**config.mk**
```make
export PLATFORM = sky130hd
export DESIGN_NAME = url_percent_decoder_unit
export DESIGN_NICKNAME = d
export VERILOG_FILES = /design/src/rtl/core/upd_pkg.sv /design/src/rtl/core/upd_front.sv /design/src/rtl/core/upd_fifo.sv /design/src/rtl/core/upd_back.sv /design/src/rtl/core/url_percent_decoder_unit.sv
export SDC_FILE = /design/constraint.sdc
export NUM_CORES = 1
export LEC_CHECK = 0
export BUFFER_PORTS_ARGS = -buffer_cell sky130_fd_sc_hd__buf_2
export CORE_ASPECT_RATIO = 0.6
export CORE_UTILIZATION = 25
export CTS_BUF_LIST = sky130_fd_sc_hd__clkbuf_16
export DETAILED_ROUTE_END_ITERATION = 8
export SYNTH_ARGS = -nofsm -noshare
export SYNTH_HDL_FRONTEND = slang
export SYNTH_SLANG_ARGS = --single-unit
```
**constraint.sdc**
```tcl
create_clock -name clk -period 9.44 [get_ports clk]
set_input_delay 0.472 -clock clk [delete_from_list [all_inputs] [get_ports clk]]
set_output_delay 0.472 -clock clk [all_outputs]
set_load 0.005 [all_outputs]
```
**src/rtl/core/upd_pkg.sv**
```systemverilog
`timescale 1ns / 1ps
`default_nettype none

package upd_pkg;

    localparam logic [7:0] PCT_CHAR   = 8'h25;
    localparam logic [7:0] PLUS_CHAR  = 8'h2B;
    localparam logic [7:0] SPACE_CHAR = 8'h20;

    // The queue depth must be a power of two so that the pointers wrap on their own.
    localparam int QDEPTH = 4;
    localparam int QPTR_W = $clog2(QDEPTH);
    localparam int QCNT_W = $clog2(QDEPTH + 1);

    typedef enum logic [1:0] {
        PH_IDLE  = 2'd0,
        PH_PCT   = 2'd1,
        PH_DIGIT = 2'd2
    } phase_t;

    // One decoded run: up to three bytes, how many are used, and the end-of-text flag.
    typedef struct packed {
        logic [2:0][7:0] data;
        logic [1:0]      cnt;
        logic            last;
    } cmd_t;

    function automatic logic is_hex(input logic [7:0] c);
        return (c >= 8'd48 && c <= 8'd57) || (c >= 8'd65 && c <= 8'd70) ||
               (c >= 8'd97 && c <= 8'd102);
    endfunction

    function automatic logic [3:0] hex_val(input logic [7:0] c);
        return c[6] ? (c[3:0] + 4'd9) : c[3:0];
    endfunction

    function automatic logic is_safe(input logic [7:0] v);
        return (v >= 8'd48 && v <= 8'd57) || (v >= 8'd97 && v <= 8'd122) ||
               (v >= 8'd65 && v <= 8'd90) || (v == 8'h21) || (v == 8'h24) ||
               (v >= 8'h26 && v <= 8'h2f) || (v == 8'h3A) || (v == 8'h3B) ||
               (v == 8'h3D) || (v == 8'h3f) || (v == 8'h40) || (v == 8'h5f);
    endfunction

    function automatic cmd_t cmd_push(input cmd_t c, input logic [7:0] x);
        cmd_t r;
        r = c;
        r.data[c.cnt] = x;
        r.cnt = c.cnt + 2'd1;
        return r;
    endfunction

endpackage

`default_nettype wire

```
**src/rtl/core/upd_front.sv**
```systemverilog
`timescale 1ns / 1ps
`default_nettype none

module upd_front
    import upd_pkg::*;
(
    input  wire logic       clk,
    input  wire logic       rst_n,
    input  wire logic       s_tvalid,
    output logic            s_tready,
    input  wire logic [7:0] s_tdata,   // in_byte
    input  wire logic       s_tlast,   // in_last
    input  wire logic       q_full,
    output logic            push,
    output cmd_t            cmd
);

    phase_t     phase_reg, phase_next, phase_mid;
    logic [7:0] digit_reg, digit_next;
    logic       accept;
    logic [7:0] b;
    logic       b_hex;
    logic [7:0] fresh_byte;
    logic [7:0] dec_val;

    assign b          = s_tdata;
    assign b_hex      = is_hex(b);
    assign fresh_byte = (b == PLUS_CHAR) ? SPACE_CHAR : b;
    assign dec_val    = {hex_val(digit_reg), hex_val(b)};
    assign s_tready   = !q_full;
    assign accept     = s_tvalid && s_tready;
    assign push       = accept && (cmd.cnt != 2'd0);

    always_comb
    begin
        unique case (phase_reg)
            PH_PCT:   phase_mid = b_hex ? PH_DIGIT : ((b == PCT_CHAR) ? PH_PCT : PH_IDLE);
            PH_DIGIT: phase_mid = b_hex ? PH_IDLE : ((b == PCT_CHAR) ? PH_PCT : PH_IDLE);
            default:  phase_mid = (b == PCT_CHAR) ? PH_PCT : PH_IDLE;
        endcase
        phase_next = s_tlast ? PH_IDLE : phase_mid;
        digit_next = digit_reg;
        if (phase_reg == PH_PCT && b_hex)
        begin
            digit_next = b;
        end
        if (s_tlast)
        begin
            digit_next = 8'd0;
        end
    end

    always_comb
    begin
        cmd = '0;
        cmd.last = s_tlast;
        unique case (phase_reg)
            PH_PCT:
            begin
                if (!b_hex)
                begin
                    cmd = cmd_push(cmd, PCT_CHAR);
                    if (b != PCT_CHAR)
                    begin
                        cmd = cmd_push(cmd, fresh_byte);
                    end
                end
            end
            PH_DIGIT:
            begin
                if (b_hex)
                begin
                    if (is_safe(dec_val))
                    begin
                        cmd = cmd_push(cmd, PCT_CHAR);
                        cmd = cmd_push(cmd, digit_reg);
                        cmd = cmd_push(cmd, b);
                    end
                    else
                    begin
                        cmd = cmd_push(cmd, dec_val);
                    end
                end
                else
                begin
                    cmd = cmd_push(cmd, PCT_CHAR);
                    cmd = cmd_push(cmd, digit_reg);
                    if (b != PCT_CHAR)
                    begin
                        cmd = cmd_push(cmd, fresh_byte);
                    end
                end
            end
            default:
            begin
                if (b != PCT_CHAR)
                begin
                    cmd = cmd_push(cmd, fresh_byte);
                end
            end
        endcase
        if (s_tlast)
        begin
            if (phase_mid == PH_PCT)
            begin
                cmd = cmd_push(cmd, PCT_CHAR);
            end
            else if (phase_mid == PH_DIGIT)
            begin
                // The held digit is the byte of this transaction.
                cmd = cmd_push(cmd, PCT_CHAR);
                cmd = cmd_push(cmd, b);
            end
        end
    end

    always_ff @(posedge clk or negedge rst_n)
    begin
        if (!rst_n)
        begin
            phase_reg <= PH_IDLE;
            digit_reg <= 8'd0;
        end
        else if (accept)
        begin
            phase_reg <= phase_next;
            digit_reg <= digit_next;
        end
    end

    a_last_pushes: assert property (@(posedge clk) disable iff (!rst_n)
        (accept && s_tlast) |-> push)
        else $error("final byte produced no output");

    a_last_clears: assert property (@(posedge clk) disable iff (!rst_n)
        (accept && s_tlast) |=> (phase_reg == PH_IDLE))
        else $error("escape still pending after final byte");

    a_no_push_full: assert property (@(posedge clk) disable iff (!rst_n)
        q_full |-> !push)
        else $error("push while queue full");

endmodule

`default_nettype wire

```
**src/rtl/core/upd_fifo.sv**
```systemverilog
`timescale 1ns / 1ps
`default_nettype none

module upd_fifo
    import upd_pkg::*;
(
    input  wire logic clk,
    input  wire logic rst_n,
    input  wire logic push,
    input  wire cmd_t push_cmd,
    input  wire logic pop,
    output logic      full,
    output logic      empty,
    output cmd_t      head
);

    cmd_t              mem_reg [QDEPTH];
    logic [QPTR_W-1:0] wr_ptr_reg, rd_ptr_reg;
    logic [QCNT_W-1:0] cnt_reg, cnt_next;

    assign full  = (cnt_reg == QCNT_W'(QDEPTH));
    assign empty = (cnt_reg == '0);
    assign head  = mem_reg[rd_ptr_reg];

    always_comb
    begin
        cnt_next = cnt_reg;
        if (push && !pop)
        begin
            cnt_next = cnt_reg + QCNT_W'(1);
        end
        else if (pop && !push)
        begin
            cnt_next = cnt_reg - QCNT_W'(1);
        end
    end

    always_ff @(posedge clk)
    begin
        if (push)
        begin
            mem_reg[wr_ptr_reg] <= push_cmd;
        end
    end

    always_ff @(posedge clk or negedge rst_n)
    begin
        if (!rst_n)
        begin
            wr_ptr_reg <= '0;
            rd_ptr_reg <= '0;
            cnt_reg    <= '0;
        end
        else
        begin
            if (push)
            begin
                wr_ptr_reg <= wr_ptr_reg + QPTR_W'(1);
            end
            if (pop)
            begin
                rd_ptr_reg <= rd_ptr_reg + QPTR_W'(1);
            end
            cnt_reg <= cnt_next;
        end
    end

    a_no_overflow: assert property (@(posedge clk) disable iff (!rst_n)
        full |-> !push)
        else $error("queue overflow");

    a_no_underflow: assert property (@(posedge clk) disable iff (!rst_n)
        empty |-> !pop)
        else $error("queue underflow");

    a_ptr_count: assert property (@(posedge clk) disable iff (!rst_n)
        (wr_ptr_reg - rd_ptr_reg) == cnt_reg[QPTR_W-1:0])
        else $error("queue pointers disagree with count");

endmodule

`default_nettype wire

```
**src/rtl/core/upd_back.sv**
```systemverilog
`timescale 1ns / 1ps
`default_nettype none

module upd_back
    import upd_pkg::*;
(
    input  wire logic       clk,
    input  wire logic       rst_n,
    input  wire logic       q_empty,
    input  wire cmd_t       head,
    output logic            pop,
    output logic            m_tvalid,
    input  wire logic       m_tready,
    output logic [7:0]      m_tdata,   // out_byte
    output logic            m_tuser,   // run_last
    output logic            m_tlast    // text_end
);

    logic [1:0] idx_reg, idx_next;
    logic       fin;
    logic       xfer;

    assign m_tvalid = !q_empty;
    assign m_tdata  = head.data[idx_reg];
    assign fin      = (idx_reg == (head.cnt - 2'd1));
    assign m_tuser  = fin;
    assign m_tlast  = fin && head.last;
    assign xfer     = m_tvalid && m_tready;
    assign pop      = xfer && fin;

    always_comb
    begin
        idx_next = idx_reg;
        if (xfer)
        begin
            idx_next = fin ? 2'd0 : (idx_reg + 2'd1);
        end
    end

    always_ff @(posedge clk or negedge rst_n)
    begin
        if (!rst_n)
        begin
            idx_reg <= 2'd0;
        end
        else
        begin
            idx_reg <= idx_next;
        end
    end

    a_idx_in_run: assert property (@(posedge clk) disable iff (!rst_n)
        m_tvalid |-> (idx_reg < head.cnt))
        else $error("byte index beyond run length");

    a_end_is_run_end: assert property (@(posedge clk) disable iff (!rst_n)
        m_tlast |-> m_tuser)
        else $error("text end not on run end");

    a_pop_restarts: assert property (@(posedge clk) disable iff (!rst_n)
        pop |=> (idx_reg == 2'd0))
        else $error("index not cleared after run");

endmodule

`default_nettype wire

```
**src/rtl/core/url_percent_decoder_unit.sv**
```systemverilog
`timescale 1ns / 1ps
`default_nettype none

// Channel  Dir  Signals                          Payload
// s_*      in   s_tvalid s_tready s_tdata s_tlast  in_byte, in_last
// m_*      out  m_tvalid m_tready m_tdata m_tuser  out_byte, run_last, text_end (tlast)
//
// An input transaction is classified in the cycle it is accepted and its decoded run
// goes into a four-entry queue; the output side sends one byte per cycle from it while
// m_tready is high. Ordinary bytes and escapes that decode to one byte sustain one
// transaction per cycle; a run of two or three bytes is sent one byte at a time, and
// input stalls only when the queue fills. A '%' with no result yet produces no output
// transaction. Reset clears the escape state and empties the queue.

module url_percent_decoder_unit
    import upd_pkg::*;
(
    input  wire logic       clk,
    input  wire logic       rst_n,
    input  wire logic       s_tvalid,
    output logic            s_tready,
    input  wire logic [7:0] s_tdata,   // in_byte
    input  wire logic       s_tlast,   // in_last
    output logic            m_tvalid,
    input  wire logic       m_tready,
    output logic [7:0]      m_tdata,   // out_byte
    output logic            m_tuser,   // run_last
    output logic            m_tlast    // text_end
);

    logic push, pop, q_full, q_empty;
    cmd_t cmd, head;

    upd_front u_front (
        .clk      (clk),
        .rst_n    (rst_n),
        .s_tvalid (s_tvalid),
        .s_tready (s_tready),
        .s_tdata  (s_tdata),
        .s_tlast  (s_tlast),
        .q_full   (q_full),
        .push     (push),
        .cmd      (cmd)
    );

    upd_fifo u_fifo (
        .clk      (clk),
        .rst_n    (rst_n),
        .push     (push),
        .push_cmd (cmd),
        .pop      (pop),
        .full     (q_full),
        .empty    (q_empty),
        .head     (head)
    );

    upd_back u_back (
        .clk      (clk),
        .rst_n    (rst_n),
        .q_empty  (q_empty),
        .head     (head),
        .pop      (pop),
        .m_tvalid (m_tvalid),
        .m_tready (m_tready),
        .m_tdata  (m_tdata),
        .m_tuser  (m_tuser),
        .m_tlast  (m_tlast)
    );

endmodule

`default_nettype wire

```
Yosys cells after proc, flatten, opt, wreduce, memory -nomap -nowiden
Memory sizes are Yosys's and may differ from the RTL's.
Cells that the tools add are included.
{"block": "word_totals", "regBits": 19, "ramBits": 108, "in_bits": 13, "output_inout_bits": 12, "wordCells": 127, "memories": 1}
{"block": "op_classes", "addsub": 10, "order_cmp": 19, "n_eq_ne": 17, "muxes": 32, "n_bitwise": 3, "reduce_logical": 39}
{"memory": "u_fifo.mem_reg", "depth": 4, "word_bits": 27, "read_ports": 1, "rd_ports_with_merged_regs": 0, "wr": 1, "line_no": "upd_fifo.sv:17", "source": "cmd_t mem_reg [QDEPTH];"}
{"cell": "$mux W27", "n": 7}
{"cell": "$eq A8 B6 Y1 const B", "n": 8}
{"cell": "$pmux W27 S2", "n": 1}
{"cell": "$mux W8", "n": 6}
{"cell": "$demux W8 S2", "n": 2}
{"cell": "$ge A8 B7 Y1 const B", "n": 4}
{"cell": "$le A8 B7 Y1 const B", "n": 4}
{"cell": "$bwmux W24", "n": 1}
{"cell": "$ge A8 B6 Y1 const B", "n": 3}
{"cell": "$le A8 B6 Y1 const B", "n": 3}
{"cell": "$mux W19", "n": 1}
{"cell": "$logic_and A1 B1 Y1", "n": 17}
{"cell": "$bmux W8 S2", "n": 1}
{"cell": "$eq A8 B7 Y1 const B", "n": 2}
{"cell": "$and A15 B15 Y15", "n": 1}
{"cell": "$not A15 Y15", "n": 1}
{"cell": "$logic_or A1 B1 Y1", "n": 13}
{"cell": "$mux W11", "n": 1}
{"cell": "$add A2 B1 Y2 const B", "n": 5}
{"cell": "$lt A2 B3 Y1 const B", "n": 3}
{"cell": "$or A9 B9 Y9", "n": 1}
{"cell": "$add A4 B4 Y4 const B", "n": 2}
{"cell": "$mux W2", "n": 4}
{"cell": "$mux W4", "n": 2}
{"cell": "16 further kinds", "n": 27}

Depth between registers and ports, before layout
{"block": "logic_depth", "ltp_word": 34, "mapped_depth": 20, "mapped_depth_nobuf": 19}

By module
From an unflattened synthesis, not the netlist that was laid out.
{"block": "unflattened", "cells_unflattened": 489, "area_unflattened_um2": 6661.4}
{"mod": "upd_fifo", "n_inst": 1, "cells_each": 175, "area_per_inst_um2": 4299.1, "seq_area_each_um2": 3418.3}
{"mod": "upd_front", "n_inst": 1, "cells_each": 269, "area_per_inst_um2": 2043.2, "seq_area_each_um2": 250.2}
{"mod": "upd_back", "n_inst": 1, "cells_each": 45, "area_per_inst_um2": 319.1, "seq_area_each_um2": 50.0}

Worst setup path before layout
Ideal clock, no wire load.
{"block": "synth_path", "path_type": "input to register", "start": "input s_tdata[0]", "end": "memory u_fifo.mem_reg[0][0] (netlist bit) (enable)", "setup_ns": 0.386, "arrival_ns": 3.901, "required_ns": 9.054, "setup_slack_ns": 5.153, "stages": 15, "n_path_buf": 1, "cell_sequence": "buf_2 > inv_1 > ha_1 > mux2_2 > a211oi_1 > a2111oi_2 > and4b_4 > nor2_4 > or2_4 > ha_1 > inv_1 > o22a_1 > a31oi_1 > o31a_4 > and2_1"}
{"block": "synth_via", "elab_chain_cells": 27, "elab_cells_between_ends": 68, "cone_classes": "3 x add/sub; 14 x order compare; 12 x eq/ne; 17 x mux; 22 x reduce/logical"}
{"item": "start: declaration", "line_no": "url_percent_decoder_unit.sv:22", "source": "input wire logic [7:0] s_tdata,"}
{"item": "$add A4 B4 Y4", "line_no": "upd_pkg.sv:34", "source": "return c[6] ? (c[3:0] + 4'd9) : c[3:0];"}
{"item": "$mux W4", "line_no": "upd_pkg.sv:34"}
{"item": "$ge A8 B6 Y1, or another cell as far along", "line_no": "upd_pkg.sv:38", "source": "return (v >= 8'd48 && v <= 8'd57) || (v >= 8'd97 && v <= 8'd122) ||"}
{"item": "$logic_and A1 B1 Y1", "line_no": "upd_pkg.sv:38"}
{"item": "$logic_or A1 B1 Y1 (2 in series)", "line_no": "upd_pkg.sv:38"}
{"item": "$logic_or A1 B1 Y1 (3 in series)", "line_no": "upd_pkg.sv:39", "source": "(v >= 8'd65 && v <= 8'd90) || (v == 8'h21) || (v == 8'h24) ||"}
{"item": "$logic_or A1 B1 Y1 (3 in series)", "line_no": "upd_pkg.sv:40", "source": "(v >= 8'h26 && v <= 8'h2f) || (v == 8'h3A) || (v == 8'h3B) ||"}
{"item": "$logic_or A1 B1 Y1 (3 in series)", "line_no": "upd_pkg.sv:41", "source": "(v == 8'h3D) || (v == 8'h3f) || (v == 8'h40) || (v == 8'h5f);"}
{"item": "[... 5 more ...]"}
{"item": "$mux W27", "line_no": "upd_front.sv:108", "source": "else if (phase_mid == PH_DIGIT)"}
{"item": "$mux W27", "line_no": "upd_front.sv:104", "source": "if (phase_mid == PH_PCT)"}
{"item": "$mux W27 *", "line_no": "upd_front.sv:102", "source": "if (s_tlast)"}
{"item": "$reduce_bool A2 Y1 *", "line_no": "upd_front.sv:32", "source": "assign push = accept && (cmd.cnt != 2'd0);"}
{"item": "$logic_and A1 B1 Y1 *", "line_no": "upd_front.sv:32"}
{"item": "named net push", "line_no": "url_percent_decoder_unit.sv:31", "source": "logic push, pop, q_full, q_empty;"}
{"item": "$mux W1 *", "line_no": "upd_fifo.sv:40", "source": "if (push)"}
{"item": "$mux W1 (implied by the code) *", "line_no": "upd_fifo.sv:42", "source": "mem_reg[wr_ptr_reg] <= push_cmd;"}
{"item": "end: declaration", "line_no": "upd_fifo.sv:17"}
Mark *: on every way through the listed nets, which the timed path passes. The rest lies on a longest branch.

Worst setup path in the final report
{"block": "layout_path", "start": "register u_front.digit_reg[0]", "end": "register u_fifo.cnt_reg[2]"}
{"block": "layout_via", "elab_chain_cells": 28, "elab_cells_between_ends": 48, "cone_classes": "3 x add/sub; 8 x order compare; 8 x eq/ne; 8 x mux; 21 x reduce/logical"}
{"item": "start: declaration", "line_no": "upd_front.sv:19", "source": "logic [7:0] digit_reg, digit_next;"}
{"item": "start signal: assignment", "line_no": "upd_front.sv:127", "source": "digit_reg <= digit_next;"}
{"item": "$add A4 B4 Y4", "line_no": "upd_pkg.sv:34"}
{"item": "$mux W4 *", "line_no": "upd_pkg.sv:34"}
{"item": "$ge A8 B6 Y1, or another cell as far along", "line_no": "upd_pkg.sv:38"}
{"item": "$logic_and A1 B1 Y1", "line_no": "upd_pkg.sv:38"}
{"item": "$logic_or A1 B1 Y1 (2 in series)", "line_no": "upd_pkg.sv:38"}
{"item": "$logic_or A1 B1 Y1 (3 in series)", "line_no": "upd_pkg.sv:39"}
{"item": "$logic_or A1 B1 Y1 (3 in series)", "line_no": "upd_pkg.sv:40"}
{"item": "$logic_or A1 B1 Y1 (2 in series)", "line_no": "upd_pkg.sv:41"}
{"item": "[... 7 more ...]"}
{"item": "$mux W27", "line_no": "upd_front.sv:104"}
{"item": "$mux W27 *", "line_no": "upd_front.sv:102"}
{"item": "$reduce_bool A2 Y1 *", "line_no": "upd_front.sv:32"}
{"item": "$logic_and A1 B1 Y1 *", "line_no": "upd_front.sv:32"}
{"item": "named net push", "line_no": "url_percent_decoder_unit.sv:31"}
{"item": "$logic_not A1 Y1", "line_no": "upd_fifo.sv:32", "source": "else if (pop && !push)"}
{"item": "$logic_and A1 B1 Y1", "line_no": "upd_fifo.sv:32"}
{"item": "$reduce_bool A2 Y1 (no line)"}
{"item": "end signal: assignment", "line_no": "upd_fifo.sv:64", "source": "cnt_reg <= cnt_next;"}
{"item": "end: declaration", "line_no": "upd_fifo.sv:19", "source": "logic [QCNT_W-1:0] cnt_reg, cnt_next;"}
Marked as above.
A chain may end at the register's enable or synchronous reset.

==> flow_summary.json <==
{
  "status": "finished, violations left",
  "violations": "negative hold slack",
  "whs_ns": -0.00925,
  "die_w_um": 207,
  "r2r_setup_slack_ns": 4.96,
  "grt_pass1_wl_um": 24800,
  "syn2layout_area_growth_pct": 16.5,
  "drcViolationCount": 0,
  "multi_input_area_um2": 2380,
  "slowest_stage": "dfrtp_1",
  "syn-num-nets": 482,
  "portBuffers": 24,
  "grt_usage_pct": 13.0,
  "finalSetupViolCount": 0,
  "vdd_drop_max_mv": 0.133,
  "synth_top_area_share_pct": 51.4,
  "diodes": 0,
  "grt_max_degree": 30,
  "clk_path_buf_depth": 2,
  "worst_pin_slew_ns": 1.05,
  "yosysTopAreaCell": "edfxtp_1",
  "cts_tree": "built",
  "relSlewSlack_pct": 29.3,
  "finalMaxSlewViolations": 0,
  "avgSynthCellArea_um2": 13.9,
  "cellPowerDensity_nw_per_um2": 272,
  "clk_pin_slew_ns": 0.07,
  "grt_overflow": 0,
  "postCtsSetupBuffers": 0,
  "cts.htree.levels": 4,
  "synthTopCellsByArea": "edfxtp_1 51%, mux4_2 9.6%, dfrtp_1 7.5%",
  "vias": 4119,
  "skew_ns": 0.0133,
  "grt_pass1_vias": 4042,
  "synth_seq_cells": 127,
  "drtIter0Drc": 376,
  "finalPower_mw": 2.00,
  "io_pins": 25,
  "place_congestion": 0.878,
  "fin_nets": 509,
  "max_stage_delay_ns": 0.46,
  "rows": 44,
  "hold_path.class": "in -> async",
  "critical_path.top_delay_family": "compound AO/OA/AOI/OAI gates",
  "critical_path.max_fanout": 7,
  "synthFlopType": "edfxtp_1",
  "worstReg2RegStart": "u_front.digit_reg[0]$_DFFE_PN0P_",
  "worst-path-buf-inv": 1,
  "async_reset_ff_share_pct": 15.0,
  "hpwl_um": 11200,
  "synthCells": 452,
  "firstDrtPassIters": 7,
  "yosysMostFrequentCell": "edfxtp_1",
  "critPathKind": "reg -> reg",
  "crit_chain": "ha_1 > mux2_4 > o31a_1 > a2111oi_2 > and4b_4 > nor2_4 > or2_4 > ha_1 > nor2_1 > o22a_1 > a31oi_1 > o31a_4 > ha_1 > inv_1 > fa_1 > xor2_1 > nor2_1 > xor2_1",
  "synth-edff-count": 108,
  "cts_hold_repair.buffers": 0,
  "viasPerCell": 5.06,
  "setup_tns_ns": 0,
  "drive_gt1_share_pct": 21.3,
  "final_antenna_net_count": 0,
  "coreArea_um2": 24400,
  "clkSinkCount": 127,
  "cp-start-kind": "flip-flop",
  "rsz0062_at_grt": "no",
  "cp.arrival_ns": 4.82,
  "ys_seq_area_share_pct": 59.0,
  "wl_um": 16200,
  "yosys_warnings": 0,
  "initial_utilization_pct": 25.8,
  "finalCritPeriodShare_pct": 47.5,
  "cts_resized": 0,
  "largest_reg_flops": 108,
  "synth_commonest_cells": "108 x edfxtp_1, 29 x nand2_1, 27 x mux4_2, 25 x inv_1, 22 x o21ai_0",
  "r2r_end": "u_fifo.cnt_reg[2]$_DFFE_PN0P_",
  "finalWorstPathRequiredPeriod_ns": 4.48,
  "crit_path_end_kind": "flip-flop",
  "cts_buffers": 17,
  "rr_worst_depth": 18,
  "num-fill-cells": 2453,
  "leakagePower_nw": 2.60,
  "fp.dieH_um": 125,
  "seqCellArea_um2": 3720,
  "die_area_um2": 25900,
  "required_ns": 9.78,
  "report.final.hold_viol_count": 1,
  "fmax_mhz": 223,
  "antenna_found_initial": 0,
  "netlist_area_um2": 6300,
  "ys_types": 64,
  "setup_ws_ns": 4.96,
  "pre_cts_slack_ns": 4.78,
  "clock_latency_ns": 0.42,
  "cpMostUsedCell": "ha_1",
  "drv_cap": 0,
  "wire_per_inst_um": 19.9,
  "cts_root_buf": "clkbuf_16"
}
logic make-up (layout without fill, tap and decap cells):
kind of cell	after synthesis	in the layout	synth area share (%)
AOI/OAI and AO/OA	91	91	9.84
xor gates and xnor gates	11	11	1.53
adders and majority gates	17	17	3.49
buffers and inverters	47	87	3.23
DFF	127	127	59.0
muxes	44	44	12.5
and+or+nand+nor	115	115	10.4
power by group:
part / internal (mW) / leakage [nW] / total (mW) / switching, mW
Combinational: 0.252 / 1.06 / 0.504 / 0.252
Clock: 0.392 / 0.286 / 0.662 / 0.270
Sequential: 0.727 / 1.24 / 0.831 / 0.104
Total: 1.37 / 2.60 / 2.00 / 0.626
layout make-up:
type / count / area share (%)
clock buffer: 17 / 5.79
clock inverter: 15 / 2.16
inverter: 26 / 1.36
multi-input combinational: 278 / 32.4
sequential: 127 / 50.6
tap: 322 / 5.48
timing repair buffer: 29 / 2.15
layer usage:
metal	vias up	GRT usage, %	part of all wire [%]
li1	1806	-	-
met1	2125	21.1	53
met2	177	16.2	37
met3	11	3.97	8.8
met4	0	3.12	0.70
met5	-	0	0
how the worst max path moves through the flow:
stage	startpoint	end	slack [ns]	cells past startpoint
2_1_floorplan	s_tdata[0]	u_fifo.mem_reg[0][0]$_DFFE_PP_	5.15	15
3_3_place_gp	s_tdata[0]	u_fifo.cnt_reg[2]$_DFFE_PN0P_	4.89	20
3_5_place_dp	s_tdata[0]	u_fifo.cnt_reg[2]$_DFFE_PN0P_	4.78	20
4_1_cts	u_front.digit_reg[0]$_DFFE_PN0P_	u_fifo.cnt_reg[2]$_DFFE_PN0P_	5.03	18
5_1_grt	u_front.digit_reg[0]$_DFFE_PN0P_	u_fifo.cnt_reg[2]$_DFFE_PN0P_	4.73	18
6_report	u_front.digit_reg[0]$_DFFE_PN0P_	u_fifo.cnt_reg[2]$_DFFE_PN0P_	4.96	18
placed cells by master, fill, tap and decap left out, types with 5 or more instances in the layout:
master	netlist	layout
o21ai_0	22	22
mux4_2	27	27
o22ai_1	12	12
and2_1	8	8
inv_1	25	26
nand3_1	12	12
xnor2_1	6	6
mux2i_1	10	10
a22oi_1	6	6
clkbuf_16	0	17
nand2b_1	6	6
buf_4	0	5
a22o_1	5	5
nor2_1	20	20
inv_6	0	5
buf_2	8	24
xor2_1	5	5
nor2b_1	5	5
nand2_1	29	29
edfxtp_1	108	108
mux2_2	6	6
ha_1	16	16
a21oi_1	12	12
nor3_1	6	6
dfrtp_1	19	18
worst register-to-register path, stage by stage, from the launching register on:
cell       delay, ns
dfrtp_1         0.46
ha_1            0.33
mux2_4          0.29
o31a_1          0.27
a2111oi_2       0.37
and4b_4         0.28
nor2_4          0.10
or2_4           0.17
ha_1            0.31
nor2_1          0.11
o22a_1          0.19
a31oi_1         0.25
o31a_4          0.22
ha_1            0.18
inv_1           0.06
fa_1            0.38
xor2_1          0.17
nor2_1          0.11
xor2_1          0.15
per-stage QoR:
step           util, %  instances  hold slack (ns)  cell area, um^2
2_1_floorplan        -        452            0.176             6300
3_3_place_gp      27.7        782            0.442             6760
3_5_place_dp      27.7        782            0.455             6760
4_1_cts           30.1        814          0.00460             7350
5_1_grt           30.1        814           0.0199             7350
6_report          30.1        814         -0.00925             7350
Note: power is estimated with default switching activity, not from simulation.
